### config.mk
export PLATFORM = sky130hd
export DESIGN_NAME = tap_tempo_clock_divider
export DESIGN_NICKNAME = d
export VERILOG_FILES = /design/src/hw/rtl/ttcd_pkg.sv /design/src/hw/rtl/tap_tempo_clock_divider.sv
export VERILOG_INCLUDE_DIRS = /design/src /design/src/hw/rtl
export SDC_FILE = /design/constraint.sdc
export NUM_CORES = 1
export LEC_CHECK = 0
export ABC_CLOCK_PERIOD_IN_PS = 4300
export BUFFER_PORTS_ARGS = -buffer_cell sky130_fd_sc_hd__buf_2
export CAP_MARGIN = 25
export CORE_AREA = 2 2 131 133
export CTS_BUF_LIST = sky130_fd_sc_hd__clkbuf_2
export CTS_CLUSTER_SIZE = 20
export DETAILED_ROUTE_END_ITERATION = 7
export DIE_AREA = 0 0 133 135
export PLACE_DENSITY = 0.7
export SLEW_MARGIN = 20
export SYNTH_ARGS = -nofsm -noshare
export SYNTH_HDL_FRONTEND = slang
export SYNTH_SLANG_ARGS = --single-unit
export TNS_END_PERCENT = 1
### constraint.sdc
create_clock -name i_clk -period 4.3 [get_ports i_clk]
set_input_delay 0.43 -clock i_clk [delete_from_list [all_inputs] [get_ports i_clk]]
set_output_delay 0.43 -clock i_clk [all_outputs]
set_load 0.01 [all_outputs]
### src/hw/rtl/tap_tempo_clock_divider_assert.svh
// ----------------------------------------------------------------------------
// Tap tempo clock divider assertion macros
// Shared property forms used by the RTL of the tap tempo clock divider.
// ----------------------------------------------------------------------------
`ifndef TAP_TEMPO_CLOCK_DIVIDER_ASSERT_SVH
`define TAP_TEMPO_CLOCK_DIVIDER_ASSERT_SVH

// Same-cycle implication, disabled while reset is asserted.
`define TTCD_ASSERT_NOW(lbl, clk, rst_n, ante, cons) \
    lbl: assert property (@(posedge clk) disable iff (!(rst_n)) (ante) |-> (cons)) \
        else $error("tap tempo: same-cycle check failed");

// Next-cycle implication, disabled while reset is asserted.
`define TTCD_ASSERT_NEXT(lbl, clk, rst_n, ante, cons) \
    lbl: assert property (@(posedge clk) disable iff (!(rst_n)) (ante) |=> (cons)) \
        else $error("tap tempo: next-cycle check failed");

`endif

### src/hw/rtl/ttcd_pkg.sv
// ----------------------------------------------------------------------------
// ttcd_pkg
// Widths, register indexes, reset values and the divisor table of the tap
// tempo clock divider.
// ----------------------------------------------------------------------------
`default_nettype none

package ttcd_pkg;

    // Tempo counters and the period fields share one width.
    localparam int QUARTER_W = 16;
    localparam int DEB_W     = 8;
    localparam int CFG_IDX_W = 2;
    localparam int DIV_W     = 4;
    localparam int ITER_W    = $clog2(QUARTER_W);

    typedef logic [QUARTER_W-1:0] t_tempo;
    typedef logic [DEB_W-1:0]     t_deb;
    typedef logic [CFG_IDX_W-1:0] t_cfg_idx;
    typedef logic [DIV_W-1:0]     t_div;

    // Configuration register indexes.
    localparam t_cfg_idx CFG_DEBOUNCE_TICKS  = t_cfg_idx'(0);
    localparam t_cfg_idx CFG_INITIAL_QUARTER = t_cfg_idx'(1);

    // Values after reset.
    localparam t_deb   RESET_DEBOUNCE = t_deb'(5);
    localparam t_tempo RESET_QUARTER  = t_tempo'(15000);
    localparam t_tempo RESET_HALF     = t_tempo'(15000 / 2);

    // Half-period divisor: 2 times 2 for double time, times 3 for triplets.
    function automatic t_div div_of(input logic dbl, input logic tpl);
        t_div d;
        unique case ({dbl, tpl})
            2'b00:   d = t_div'(2);
            2'b10:   d = t_div'(4);
            2'b01:   d = t_div'(6);
            default: d = t_div'(12);
        endcase
        return d;
    endfunction

endpackage

`default_nettype wire

### src/hw/rtl/tap_tempo_clock_divider.sv
// ----------------------------------------------------------------------------
// tap_tempo_clock_divider
// Tap tempo generator: debounces taps, measures the quarter-note period in
// ticks and produces a square wave at a subdivision of that period.
// ----------------------------------------------------------------------------
//  channel | handshake                   | payload
//  --------+-----------------------------+-------------------------------------
//  in      | i_in_valid / o_in_stall     | tap_level, double_switch,
//          |                             | triplet_switch
//  out     | o_out_valid / i_out_stall   | signal_out, led_out, tap_accepted,
//          |                             | quarter_period, half_period
//  cfg     | i_cfg_valid / o_cfg_ready   | i_cfg_index, i_cfg_data
//
// A tick with no tap acceptance and no switch change gives its result in the
// cycle after the beat. A tick that accepts a tap or changes a switch runs the
// shared restoring divider, one quotient bit a cycle, and then gives its result.
// Writing initial_quarter runs the same divider.
// Reset is synchronous; there is no clearing pass. A result held by a stall on
// the output keeps the input stalled until that beat is taken.
// ----------------------------------------------------------------------------
`default_nettype none

module tap_tempo_clock_divider (
    input  wire logic              i_clk,
    input  wire logic              i_rst_n,
    // Tick input
    input  wire logic              i_in_valid,
    output logic                   o_in_stall,
    input  wire logic              i_tap_level,
    input  wire logic              i_double_switch,
    input  wire logic              i_triplet_switch,
    // Result output
    output logic                   o_out_valid,
    input  wire logic              i_out_stall,
    output logic                   o_signal_out,
    output logic                   o_led_out,
    output logic                   o_tap_accepted,
    output ttcd_pkg::t_tempo       o_quarter_period,
    output ttcd_pkg::t_tempo       o_half_period,
    // Configuration writes
    input  wire logic              i_cfg_valid,
    output logic                   o_cfg_ready,
    input  wire ttcd_pkg::t_cfg_idx i_cfg_index,
    input  wire ttcd_pkg::t_tempo  i_cfg_data
);
    import ttcd_pkg::*;

    typedef enum logic [1:0] {
        S_IDLE = 2'b01,
        S_DIV  = 2'b10
    } t_state;

    // Control and tempo state.
    t_state r_state;
    t_deb   r_debounce_ticks;
    t_tempo r_quarter;
    t_tempo r_toggle;
    t_tempo r_out_count;
    t_tempo r_interval;
    t_deb   r_deb_count;
    logic   r_deb_active;
    logic   r_prev_tap;
    logic   r_prev_dbl;
    logic   r_prev_tri;
    logic   r_wave;
    logic   r_led;

    // Divider state.
    t_div              r_divisor;
    t_div              r_rem;
    t_tempo            r_quo;
    logic [ITER_W-1:0] r_iter;
    logic              r_div_cfg;

    // Output register.
    logic   r_out_valid;
    logic   r_o_wave;
    logic   r_o_led;
    logic   r_o_acc;
    t_tempo r_o_quarter;
    t_tempo r_o_half;

    // Handshakes.
    logic w_out_free;
    logic w_in_acc;
    logic w_cfg_acc;

    assign w_out_free  = !r_out_valid || !i_out_stall;
    assign o_cfg_ready = (r_state == S_IDLE);
    assign o_in_stall  = (r_state != S_IDLE) || !w_out_free || i_cfg_valid;
    assign w_in_acc    = i_in_valid && !o_in_stall;
    assign w_cfg_acc   = i_cfg_valid && o_cfg_ready;

    // One tick of tempo logic, everything except the half-period division.
    logic   w_changed;
    logic   w_rising;
    t_tempo w_interval_inc;
    t_deb   w_limit;
    t_deb   w_deb_inc;
    logic   w_deb_done;
    logic   w_accepted;
    logic   w_start_div;
    t_tempo n_quarter;
    t_tempo n_interval;
    t_deb   n_deb_count;
    logic   n_deb_active;
    logic   n_led;
    t_tempo w_count_inc;
    logic   w_wrap;

    always_comb begin
        w_changed      = (i_double_switch != r_prev_dbl) || (i_triplet_switch != r_prev_tri);
        w_rising       = i_tap_level && !r_prev_tap;
        w_interval_inc = (r_interval == '1) ? r_interval : r_interval + t_tempo'(1);
        w_limit        = (r_debounce_ticks == '0) ? t_deb'(1) : r_debounce_ticks;
        w_deb_inc      = r_deb_count + t_deb'(1);
        w_deb_done     = r_deb_active && !w_rising && (w_deb_inc >= w_limit);
        w_accepted     = w_deb_done && i_tap_level;
        w_start_div    = w_accepted || w_changed;

        n_quarter    = r_quarter;
        n_interval   = w_interval_inc;
        n_deb_count  = r_deb_count;
        n_deb_active = r_deb_active;
        n_led        = r_led;
        priority if (w_rising) begin
            n_deb_active = 1'b1;
            n_deb_count  = '0;
        end else if (r_deb_active) begin
            n_deb_count = w_deb_inc;
            if (w_deb_done) begin
                n_deb_active = 1'b0;
            end
            if (w_accepted) begin
                n_quarter  = w_interval_inc;
                n_interval = '0;
                n_led      = !r_led;
            end
        end else begin
            // No debounce running, so its count holds.
            n_deb_count = r_deb_count;
        end

        w_count_inc = r_out_count + t_tempo'(1);
        w_wrap      = (w_count_inc >= r_toggle);
    end

    // Shared restoring divider step: one quotient bit a cycle.
    logic [DIV_W:0] w_trial;
    logic [DIV_W:0] w_diff;
    logic           w_ge;
    logic           w_div_last;
    t_tempo         w_quotient;

    always_comb begin
        w_trial    = {r_rem, r_quo[QUARTER_W-1]};
        w_diff     = w_trial - {1'b0, r_divisor};
        w_ge       = (w_trial >= {1'b0, r_divisor});
        w_div_last = (r_iter == ITER_W'(QUARTER_W - 1));
        w_quotient = {r_quo[QUARTER_W-2:0], w_ge};
    end

    // Sequencer, tempo state and divider registers.
    always_ff @(posedge i_clk) begin
        if (!i_rst_n) begin
            r_state          <= S_IDLE;
            r_debounce_ticks <= RESET_DEBOUNCE;
            r_quarter        <= RESET_QUARTER;
            r_toggle         <= RESET_HALF;
            r_out_count      <= '0;
            r_interval       <= '0;
            r_deb_count      <= '0;
            r_deb_active     <= 1'b0;
            r_prev_tap       <= 1'b0;
            r_prev_dbl       <= 1'b0;
            r_prev_tri       <= 1'b0;
            r_wave           <= 1'b0;
            r_led            <= 1'b0;
            r_iter           <= '0;
            r_div_cfg        <= 1'b0;
            r_divisor        <= t_div'(2);
            r_rem            <= '0;
            r_quo            <= '0;
        end else begin
            unique case (r_state)
                S_IDLE: begin
                    if (w_cfg_acc) begin
                        if (i_cfg_index == CFG_DEBOUNCE_TICKS) begin
                            r_debounce_ticks <= i_cfg_data[DEB_W-1:0];
                        end else if (i_cfg_index == CFG_INITIAL_QUARTER) begin
                            r_quarter   <= i_cfg_data;
                            r_out_count <= '0;
                            r_divisor   <= div_of(r_prev_dbl, r_prev_tri);
                            r_rem       <= '0;
                            r_quo       <= i_cfg_data;
                            r_iter      <= '0;
                            r_div_cfg   <= 1'b1;
                            r_state     <= S_DIV;
                        end
                    end else if (w_in_acc) begin
                        r_prev_dbl   <= i_double_switch;
                        r_prev_tri   <= i_triplet_switch;
                        r_prev_tap   <= i_tap_level;
                        r_interval   <= n_interval;
                        r_deb_count  <= n_deb_count;
                        r_deb_active <= n_deb_active;
                        r_quarter    <= n_quarter;
                        r_led        <= n_led;
                        if (w_start_div) begin
                            r_out_count <= '0;
                            r_divisor   <= div_of(i_double_switch, i_triplet_switch);
                            r_rem       <= '0;
                            r_quo       <= n_quarter;
                            r_iter      <= '0;
                            r_div_cfg   <= 1'b0;
                            r_state     <= S_DIV;
                        end else if (w_wrap) begin
                            r_wave      <= !r_wave;
                            r_out_count <= '0;
                        end else begin
                            r_out_count <= w_count_inc;
                        end
                    end
                end
                S_DIV: begin
                    r_rem  <= w_ge ? w_diff[DIV_W-1:0] : w_trial[DIV_W-1:0];
                    r_quo  <= w_quotient;
                    r_iter <= r_iter + ITER_W'(1);
                    if (w_div_last) begin
                        r_toggle <= w_quotient;
                        r_state  <= S_IDLE;
                    end
                end
                default: begin
                    r_state <= S_IDLE;
                end
            endcase
        end
    end

    // Output register: loaded on each tick, half period filled by the divider.
    always_ff @(posedge i_clk) begin
        if (!i_rst_n) begin
            r_out_valid <= 1'b0;
            r_o_wave    <= 1'b0;
            r_o_led     <= 1'b0;
            r_o_acc     <= 1'b0;
            r_o_quarter <= RESET_QUARTER;
            r_o_half    <= RESET_HALF;
        end else begin
            if (r_out_valid && !i_out_stall) begin
                r_out_valid <= 1'b0;
            end
            if (r_state == S_IDLE && !w_cfg_acc && w_in_acc) begin
                r_o_wave    <= (!w_start_div && w_wrap) ? !r_wave : r_wave;
                r_o_led     <= n_led;
                r_o_acc     <= w_accepted;
                r_o_quarter <= n_quarter;
                r_o_half    <= r_toggle;
                r_out_valid <= !w_start_div;
            end
            if (r_state == S_DIV && w_div_last && !r_div_cfg) begin
                r_o_half    <= w_quotient;
                r_out_valid <= 1'b1;
            end
        end
    end

    assign o_out_valid      = r_out_valid;
    assign o_signal_out     = r_o_wave;
    assign o_led_out        = r_o_led;
    assign o_tap_accepted   = r_o_acc;
    assign o_quarter_period = r_o_quarter;
    assign o_half_period    = r_o_half;

    // Terms used by the checks below.
    logic w_chk_plain;
    logic w_chk_div_go;
    logic w_chk_div_end;
    logic w_chk_dividing;
    logic w_chk_ready_out;
    logic w_chk_div_first;

    assign w_chk_plain     = w_in_acc && !w_start_div;
    assign w_chk_div_go    = w_in_acc && w_start_div;
    assign w_chk_div_end   = (r_state == S_DIV) && w_div_last && !r_div_cfg;
    assign w_chk_dividing  = (r_state == S_DIV);
    assign w_chk_ready_out = r_out_valid && (r_state == S_IDLE);
    assign w_chk_div_first = (r_state == S_DIV) && !r_out_valid && (r_iter == '0);

    // Checks on the sequencer and the result path.
`include "tap_tempo_clock_divider_assert.svh"

    `TTCD_ASSERT_NEXT(a_plain_tick_result, i_clk, i_rst_n, w_chk_plain, w_chk_ready_out)
    `TTCD_ASSERT_NEXT(a_div_tick_runs, i_clk, i_rst_n, w_chk_div_go, w_chk_div_first)
    `TTCD_ASSERT_NEXT(a_div_end_result, i_clk, i_rst_n, w_chk_div_end, w_chk_ready_out)
    `TTCD_ASSERT_NOW(a_led_on_accept, i_clk, i_rst_n, r_out_valid && !$stable(r_o_led), r_o_acc)
    `TTCD_ASSERT_NOW(a_no_beat_while_dividing, i_clk, i_rst_n, w_chk_dividing, !w_in_acc && !w_cfg_acc)

endmodule

`default_nettype wire

[Word level (Yosys, flattened, before mapping)]
Cells that the tools add are included.
Storage, ports and cells
  input bits: 26
  flip-flop bits (word level): 153
Cells by class
  $add $sub $neg: 5
  mux-type cells: 63
  order comparisons: 3
  bitwise operators: 2
  equality and inequality tests: 19
  reduce and logical (&&, ||, !) cells: 47
Operators by type and width (count)
  $mux 16: 22
  $mux 4: 11
  $add 16x1->16 const B: 2
  $pmux 16 s2: 1
  $mux 8: 3
  $pmux 4 s3: 2
  $reduce_and 5->1: 4
  $eq 16x16->1 const B: 1
  $ge 16x16->1: 1
  $pmux 4 s2: 2
  $mux 1: 15
  $logic_and 1x1->1: 12
  $mux 2: 6
  $logic_not 1->1: 11
  $reduce_bool 2->1: 5
  $add 8x1->8 const B: 1
  $eq 2x1->1 const B: 4
  $ge 8x8->1: 1
  $logic_not 8->1: 1
  $reduce_and 4->1: 2
  $eq 2x2->1 const B: 3
  $logic_not 2->1: 3
  $ne 3x1->1 const B: 2
  $reduce_and 3->1: 2
  14 further kinds: 22

[Logic depth before layout (Yosys ltp)]
Gate-level depths: netlist of the first run.
  depth after elaboration: 13
  gate-level depth with buffers: 14

[Worst setup path after synthesis of the first run]
OpenSTA, ideal clock, no wires.
  path type: reg-to-reg
  start point: reg r_out_count[0]
  end point: reg r_out_count[0]
  setup slack: 1.082 ns
  cell stages (with the launch flop): 15
  path buffers: 1
  data arrival time: 3.148 ns
  period minus slack after synthesis: 3.218 ns
  library setup time: 0.070 ns
  cell sequence: dfxtp_1 -> ha_1 -> inv_1 -> or4_1 -> nor2_1 -> xnor2_1 -> inv_1 -> ha_1 -> nand4_1 -> nor3_1 -> a2111oi_0 -> o21ai_0 -> clkbuf_1 -> or3_1 -> a21oi_1
On the way
  cells in the longest elaborated chain, start to end: 6
Ends and longest elaborated chain
  start: declaration: RTL line tap_tempo_clock_divider.sv:58  | t_tempo r_out_count;
  start signal: assignment: RTL line tap_tempo_clock_divider.sv:221  | r_out_count <= w_count_inc;
  $add 16x1->16 (*): RTL line tap_tempo_clock_divider.sv:144  | w_count_inc = r_out_count + t_tempo'(1);
  $ge 16x16->1: RTL line tap_tempo_clock_divider.sv:145  | w_wrap = (w_count_inc >= r_toggle);
  $mux 16 (*): RTL line tap_tempo_clock_divider.sv:217  | end else if (w_wrap) begin
  $mux 16 (*): RTL line tap_tempo_clock_divider.sv:209  | if (w_start_div) begin
  $mux 16 (*): RTL line tap_tempo_clock_divider.sv:200  | end else if (w_in_acc) begin
  $mux 16 (*): RTL line tap_tempo_clock_divider.sv:187  | if (w_cfg_acc) begin
Every way passes the cells marked *; elsewhere a longest branch is shown, timed or not. The select of a mux whose other input is x is not followed.
A chain may end at the register's enable or synchronous reset.

[Worst setup path after layout of the first run]
Ends and elaborated chain as after synthesis.

==> results.tsv, run 1 <==
metric	value	unit
Gate Count Post-Synth	1063	
element type at the critical path end	flop	
largest net degree at the start of global routing	71	
Lkg Pwr	3.64	nW
die width	133	um
Int Power	1.95	mW
clock-pin slew on the worst setup and hold paths	0.21	ns
Setup Crit Path Kind	reg2reg	
status	finished, final reports clean	
routed wire length	23700	um
WL met1	10800	um
CTS tree	yes	
setup bufs post-CTS	0	
startpoint types	flop	
Fmax	283	MHz
clock sink count	151	
Worst EP arrival	4.25	ns
top cells by instance count after synthesis	dfxtp_1, nand2_1, a21oi_1, nor2_1, inv_1	
uppermost routed layer	met4	
HPWL after DPL	16300	um
slowest CP cell	or4_1	
Mapped Area	8460	sq um
Initial Util	51.6	%
total track usage	26.5	%
endpoints failing setup	0	
worst-path fanout max	20	
core area	16400	sq um
Synth area leader	dfxtp_1	
Synth area leaders	dfxtp_1, nand2_1, a21oi_1	
min Tclk post-route	3.53	ns
predominant post-synthesis flop cell	dfxtp_1	
part of the power in combinational logic	19.8	%
io pins	64	
TritonRoute pass-1 iters	5	
Slew Limit Headroom	28.7	%
Setup TNS	0	ns
post-CTS sizing	0	
metal2 WL	10800	um
GPL Wtd Cong	0.870	
placed insts	1289	
async set-reset flop share out of synthesis	0	%
Num CTS Buffers	17	
mean post-synth cell area	7.96	sq um
Yosys reg bits	151	
Die Y	135	um
Non-Filler Instances	1339	
vias in the first global route	7231	
yosys warns	0	
WP data required	5.02	ns
CTS root buffer	clkbuf_2	
via count	8064	
maximum VDD drop	0.000191	V
PwrDens	319	nW/um^2
Yosys top cell area share	35.7	%
register area	3020	sq um
met3 wire len	1390	um
drt wl/cell	17.7	um
number of cell rows	47	
layout cell share with drive strength beyond 1	13.1	%
Filler cells	1586	
Final Max Slew Viols	0	
Netlist cell types	79	
clock network fraction of total power	27.0	%
first-pass GRT wire length	38100	um
post-route ant nets	0	
RSZ-0062 raised after global routing	false	
crit share post-route	82.1	%
syn_nets	1123	
Max Cap Violations	0	
DR vias/cell	6.02	
depth of the worst register-to-register path	14	
PortBufs	63	
die area	18000	sq um
worst skew pair latency	0.78	ns
multi-input logic area	4810	sq um
Switch Pwr	0.985	mW
worst-margin pin slew	1.07	ns
switching share of power	33.5	%
Reg power frac	53.2	%
Seq/Total Area, Yosys	35.7	%
htree depth	4	
DR iter-0 viols	790	
HP Class	in2reg	
Worst Hold Depth	3	
skew final	0.0380	ns
Max clock buf depth	2	
DRC	0	
Post-synth EDFFs	0	
Worst path max stage delay	0.57	ns
Post-layout nets	1165	
Layout area overhead	8.89	%
most frequent cell after synthesis	dfxtp_1	
antenna violations before repair	1	
crit path cell chain	ha_1 > inv_1 > or4_1 > nor2_1 > xnor2_1 > inv_1 > ha_1 > nand4_1 > nor3_1 > a2111oi_0 > o21ai_1 > buf_4 > or3_1 > a21oi_1	
total gr overflow	0	
final hold vios	0	
-- routing by layer --
metal / GRT usage [%] / up-vias
li1: - / 3927
met1: 36.3 / 3811
met2: 42.3 / 277
met3: 5.14 / 49
met4: 8.78 / 0
met5: 0 / -
-- cells by family after synthesis --
logic type               synth area share (%)
AND/OR/NAND/NOR                          23.1
AO/OA/AOI/OAI                            24.7
flip-flops                               35.7
buffers and inverters                    7.41
adder cells (fa/ha/maj)                  5.12
XOR/XNOR                                 2.80
multiplexers                             1.09
-- path summary, 6_finish.rpt --
check | to | slack (ns) | startpoint
setup / recovery | r_out_count[0] | 0.77 | r_out_count[0]
hold reg to reg | r_quarter[2] | 0.47 | r_quarter[2]
hold / removal | r_quarter[12] | 0.03 | i_cfg_data[12]
setup reg to reg | r_out_count[0] | 0.77 | r_out_count[0]
-- flip-flops by register name (all words and copies together), names as in the netlist, 2 cells and up --
name              count
o_half_period        16
o_quarter_period     16
r_deb_count           8
r_debounce_ticks      8
r_divisor             3
r_interval           16
r_iter                4
r_out_count          16
r_quarter            16
r_quo                16
r_rem                 4
r_state               2
r_toggle             16
-- cell usage in the layout, fill, tap and decap left out, types with 7 or more instances in the layout --
cell type	netlist	routed
dfxtp_1	151	151
nand2_1	139	139
a21oi_1	93	93
nor2_1	70	70
buf_2	8	63
inv_1	58	57
o21ai_0	55	54
nand3_1	39	39
ha_1	33	33
nor3_1	30	30
o211ai_1	23	23
buf_4	0	21
nand4_1	20	20
a311oi_1	20	20
and3_1	18	18
and2_1	18	18
o31ai_1	18	18
clkbuf_2	0	18
dlygate4sd3_1	0	16
xor2_1	14	14
a211oi_1	14	14
xnor2_1	13	13
a31oi_1	11	11
a22oi_1	9	9
nand3b_1	8	8
or3_1	8	8
nor4_1	7	7
o21a_1	7	7
mux2i_1	7	7
o2111ai_1	7	7
-- through the flow --
step	instance area [sq um]	power [mW]	worst slack, ns	hold WS (ns)	util, %
6_report	9210	2.94	0.771	0.0259	56.1
5_1_grt	9210	3.08	0.461	0.00256	56.1
4_1_cts	9190	2.94	0.776	0.00177	56.0
3_5_place_dp	8800	2.15	0.828	0.443	53.6
3_3_place_gp	8800	2.14	0.911	0.437	53.6
2_1_floorplan	8460	1.96	1.08	0.428	-
-- critical path, delay by kind of cell (launching register included) --
| family | cells | cell delay, ns |
|---|---|---|
| xor+xnor | 1 | 0.16 |
| simple gates | 5 | 1.32 |
| fa+ha+maj | 2 | 0.56 |
| flops | 1 | 0.47 |
| buf+inv | 3 | 0.35 |
| compound gates | 3 | 0.61 |
-- final cells by class --
cell class / instances / share of cell area [%]
well taps: 220 / 2.99
repair buffers: 101 / 7.09
multi-input cells: 776 / 52.3
diodes: 1 / 0.0272
inverters: 58 / 2.36
clock inverters: 14 / 1.47
clock buffers: 18 / 0.978
flip-flops and latches: 151 / 32.8
-- power by group through the flow --
stage | sequential [mW] | clock [mW] | combinational, mW
2_1_floorplan | 1.57 | 0 | 0.395
5_1_grt | 1.57 | 0.870 | 0.636
4_1_cts | 1.56 | 0.808 | 0.571
3_5_place_dp | 1.59 | 0 | 0.558
6_report | 1.56 | 0.794 | 0.581
3_3_place_gp | 1.59 | 0 | 0.553
-- what timing repair did --
| item | in CTS | in global routing |
|---|---|---|
| hold buffers | 16 | 0 |
| endpoints found under the setup margin | 0 | 0 |
| endpoints found under the hold margin | 20 | 0 |
No activity file was read; power rests on OpenSTA's default activity.
==> run 2, diff against run 1 <==
ABC_CLOCK_PERIOD_IN_PS = 3000   (was 4300)
PLACE_DENSITY = 0.72   (was 0.7)
clock period = 3 ns   (was 4.3 ns; I/O delays follow)
==> run 2 against run 1 <==
Net effect: the run now ends with negative setup slack left; sequential share of layout area shrank 2.9 points; final area grew 10%; cell count grew 5.1%; routed wire length grew 7.3%; register-to-register slack lost 0.93 ns.
==> results.tsv, run 2 (synthesis results as in run 1) <==
metric	value	unit	change
Layout area overhead	20.1	%	was 8.89%
TritonRoute pass-1 iters	6		was 5
Max clock buf depth	2		unchanged
element type at the critical path end	flop		unchanged
Initial Util	51.6	%	unchanged
HPWL after DPL	17300	um	was 16300 um
Crit path buffers/inverters	4		was 3
R2R setup slack	-0.16	ns	was 0.77 ns
slowest CP cell	or4_4		was or4_1
final core occ	61.9	%	was 56.1%
Worst Hold Depth	4		was 3
Final Max Slew Viols	0		unchanged
total track usage	27.9	%	was 26.5%
die area	18000	sq um	unchanged
depth of the worst register-to-register path	14		unchanged
Max Cap Violations	0		unchanged
PwrDens	450	nW/um^2	was 319 nW/um^2
Worst path max stage delay	0.57	ns	about the same
clock-pin slew on the worst setup and hold paths	0.23	ns	was 0.21 ns
Num CTS Buffers	17		unchanged
Die Y	135	um	unchanged
skew final	0.0366	ns	was 0.0380 ns
WP data required	3.74	ns	was 5.02 ns
HP Start	i_cfg_data[15]		was i_cfg_data[12]
GPL Wtd Cong	0.950		was 0.870
worst-margin pin slew	0.865	ns	was 1.07 ns
worst skew pair latency	0.77	ns	was 0.78 ns
HP Class	in2reg		unchanged
Filler cells	1446		was 1586
register area	3040	sq um	was 3020 sq um
maximum VDD drop	0.000288	V	was 0.000191 V
CTS tree	yes		unchanged
commonest non-fill, non-tap cell in the layout	dfxtp_1		unchanged
most frequent cells in the layout	dfxtp_1, nand2_1, a21oi_1		unchanged
worst-path fanout max	8		was 20
CTS root buffer	clkbuf_2		unchanged
Hold EP	r_quarter[15]		was r_quarter[12]
Lkg Pwr	4.05	nW	was 3.64 nW
RR Endpoint	r_out_count[9]		was r_out_count[0]
antenna violations before repair	1		unchanged
drt wl/cell	18.1	um	was 17.7 um
RSZ-0062 raised after global routing	true		was false
htree depth	4		unchanged
DP Worst Slack	-0.205	ns	was 0.828 ns
endpoints failing setup	19		was 0
PortBufs	63		unchanged
Fmax	316	MHz	was 283 MHz
layout cell share with drive strength beyond 1	21.4	%	was 13.1%
DR iter-0 viols	1056		was 790
io pins	64		unchanged
Worst EP arrival	3.90	ns	was 4.25 ns
crit path cell chain	ha_4 > inv_2 > or4_4 > nor2_4 > xnor2_2 > inv_1 > ha_1 > nand4_1 > inv_2 > a2111oi_4 > o21ai_4 > buf_6 > o32ai_1 > and2_1		was ha_1 > inv_1 > or4_1 > nor2_1 > xnor2_1 > inv_1 > ha_1 > nand4_1 > nor3_1 > a2111oi_0 > o21ai_1 > buf_4 > or3_1 > a21oi_1
largest net degree at the start of global routing	71		unchanged
Slew Limit Headroom	42.3	%	was 28.7%
worst setup margin	-0.164	ns	was 0.771 ns
vias in the first global route	7682		was 7231
crit share post-route	105	%	was 82.1%
core area	16400	sq um	unchanged
Worst R2R Start	r_out_count[1]		was r_out_count[0]
die width	133	um	unchanged
routed wire length	25400	um	was 23700 um
min Tclk post-route	3.16	ns	was 3.53 ns
total gr overflow	0		unchanged
delay-heaviest family, CP	simple AND/OR/NAND/NOR gates		unchanged
multi-input logic area	5110	sq um	was 4810 sq um
Post-layout nets	1234		was 1165
Setup Crit Path Kind	reg2reg		unchanged
violated checks	negative setup slack		
status	finished with violations		was finished, final reports clean
final hold vios	0		unchanged
clock sink count	151		unchanged
first-pass GRT wire length	40000	um	was 38100 um
number of cell rows	47		unchanged
CP dominant cell by count	inv_2		
DRC	0		unchanged
post-route ant nets	0		unchanged
via count	8462		was 8064
DR vias/cell	6.01		was 6.02
startpoint types	flop		unchanged
==> run 2: changes by cell type in the layout (fill, tap and decap cells not counted), moves of 4 or more <==
cell,delta
nor2_1,-4
buf_4,+51
clkinvlp_4,-4
o31ai_1,-4
dfxtp_2,+8
xnor2_1,-4
dlygate4sd3_1,+13
xnor2_2,+4
dfxtp_1,-9
buf_6,+5
==> run 2: tightest hold or removal path, cell delays in order <==
cell	delay, ns
buf_2	0.12
nor2_1	0.05
a31oi_1	0.13
o221a_2	0.18
==> run 2: per-layer routing <==
metal	GRT usage, %	vias up	share of wire (%)
met4	11.1	0	3.3
met2	44.0	363	46
met5	0	-	0
li1	-	4069	-
met3	5.63	63	6.8
met1	37.6	3967	44
==> run 2: how the worst max path moves through the flow <==
stage | startpoint | end | slack (ns) | cells after the start
after floorplan | r_out_count[0] | r_out_count[0] | 0.003 | 14
after global placement | r_out_count[3] | o_signal_out | -0.03 | 14
after detailed placement | r_out_count[3] | r_out_count[5] | -0.20 | 14
after CTS | r_out_count[1] | r_out_count[5] | -0.04 | 14
after global routing | r_out_count[4] | r_out_count[9] | -0.29 | 14
final | r_out_count[1] | r_out_count[9] | -0.16 | 14
==> run 2: cell type report <==
class / count / share of cell area [%]
diodes: 1 / 0.0246
clock buffers: 19 / 0.936
clock inverters: 12 / 1.96
inverters: 58 / 2.14
multi-input cells: 776 / 50.3
flip-flops and latches: 151 / 29.9
well taps: 220 / 2.71
repair buffers: 170 / 12.0
==> run 2: repair_timing <==
| item | in CTS | in global routing |
|---|---|---|
| gates cloned | 1 | 0 |
| setup endpoints to repair | 33 | 62 |
| pin swaps | 2 | 16 |
| hold buffers | 29 | 0 |
| buffers inserted | 2 | 3 |
| resized for setup | 23 | 46 |
| hold endpoints to repair | 29 | 0 |
==> run 2: power by group <==
group          switching, mW  internal [mW]
clock                  0.784          0.638
combinational          0.564          0.347
sequential             0.114           2.13
total                   1.46           3.11
==> run 2: metrics by stage <==
stage	power, mW	setup TNS [ns]	cells	hold WS (ns)	cell area [sq um]
after floorplan	2.81	0	1063	0.424	8480
after global placement	3.11	-0.180	1340	0.437	9210
after detailed placement	3.12	-2.48	1340	0.442	9210
after CTS	4.54	-0.310	1403	0.0105	9900
after global routing	4.77	-5.74	1407	0.0302	10200
final	4.57	-2.26	1407	0.0442	10200
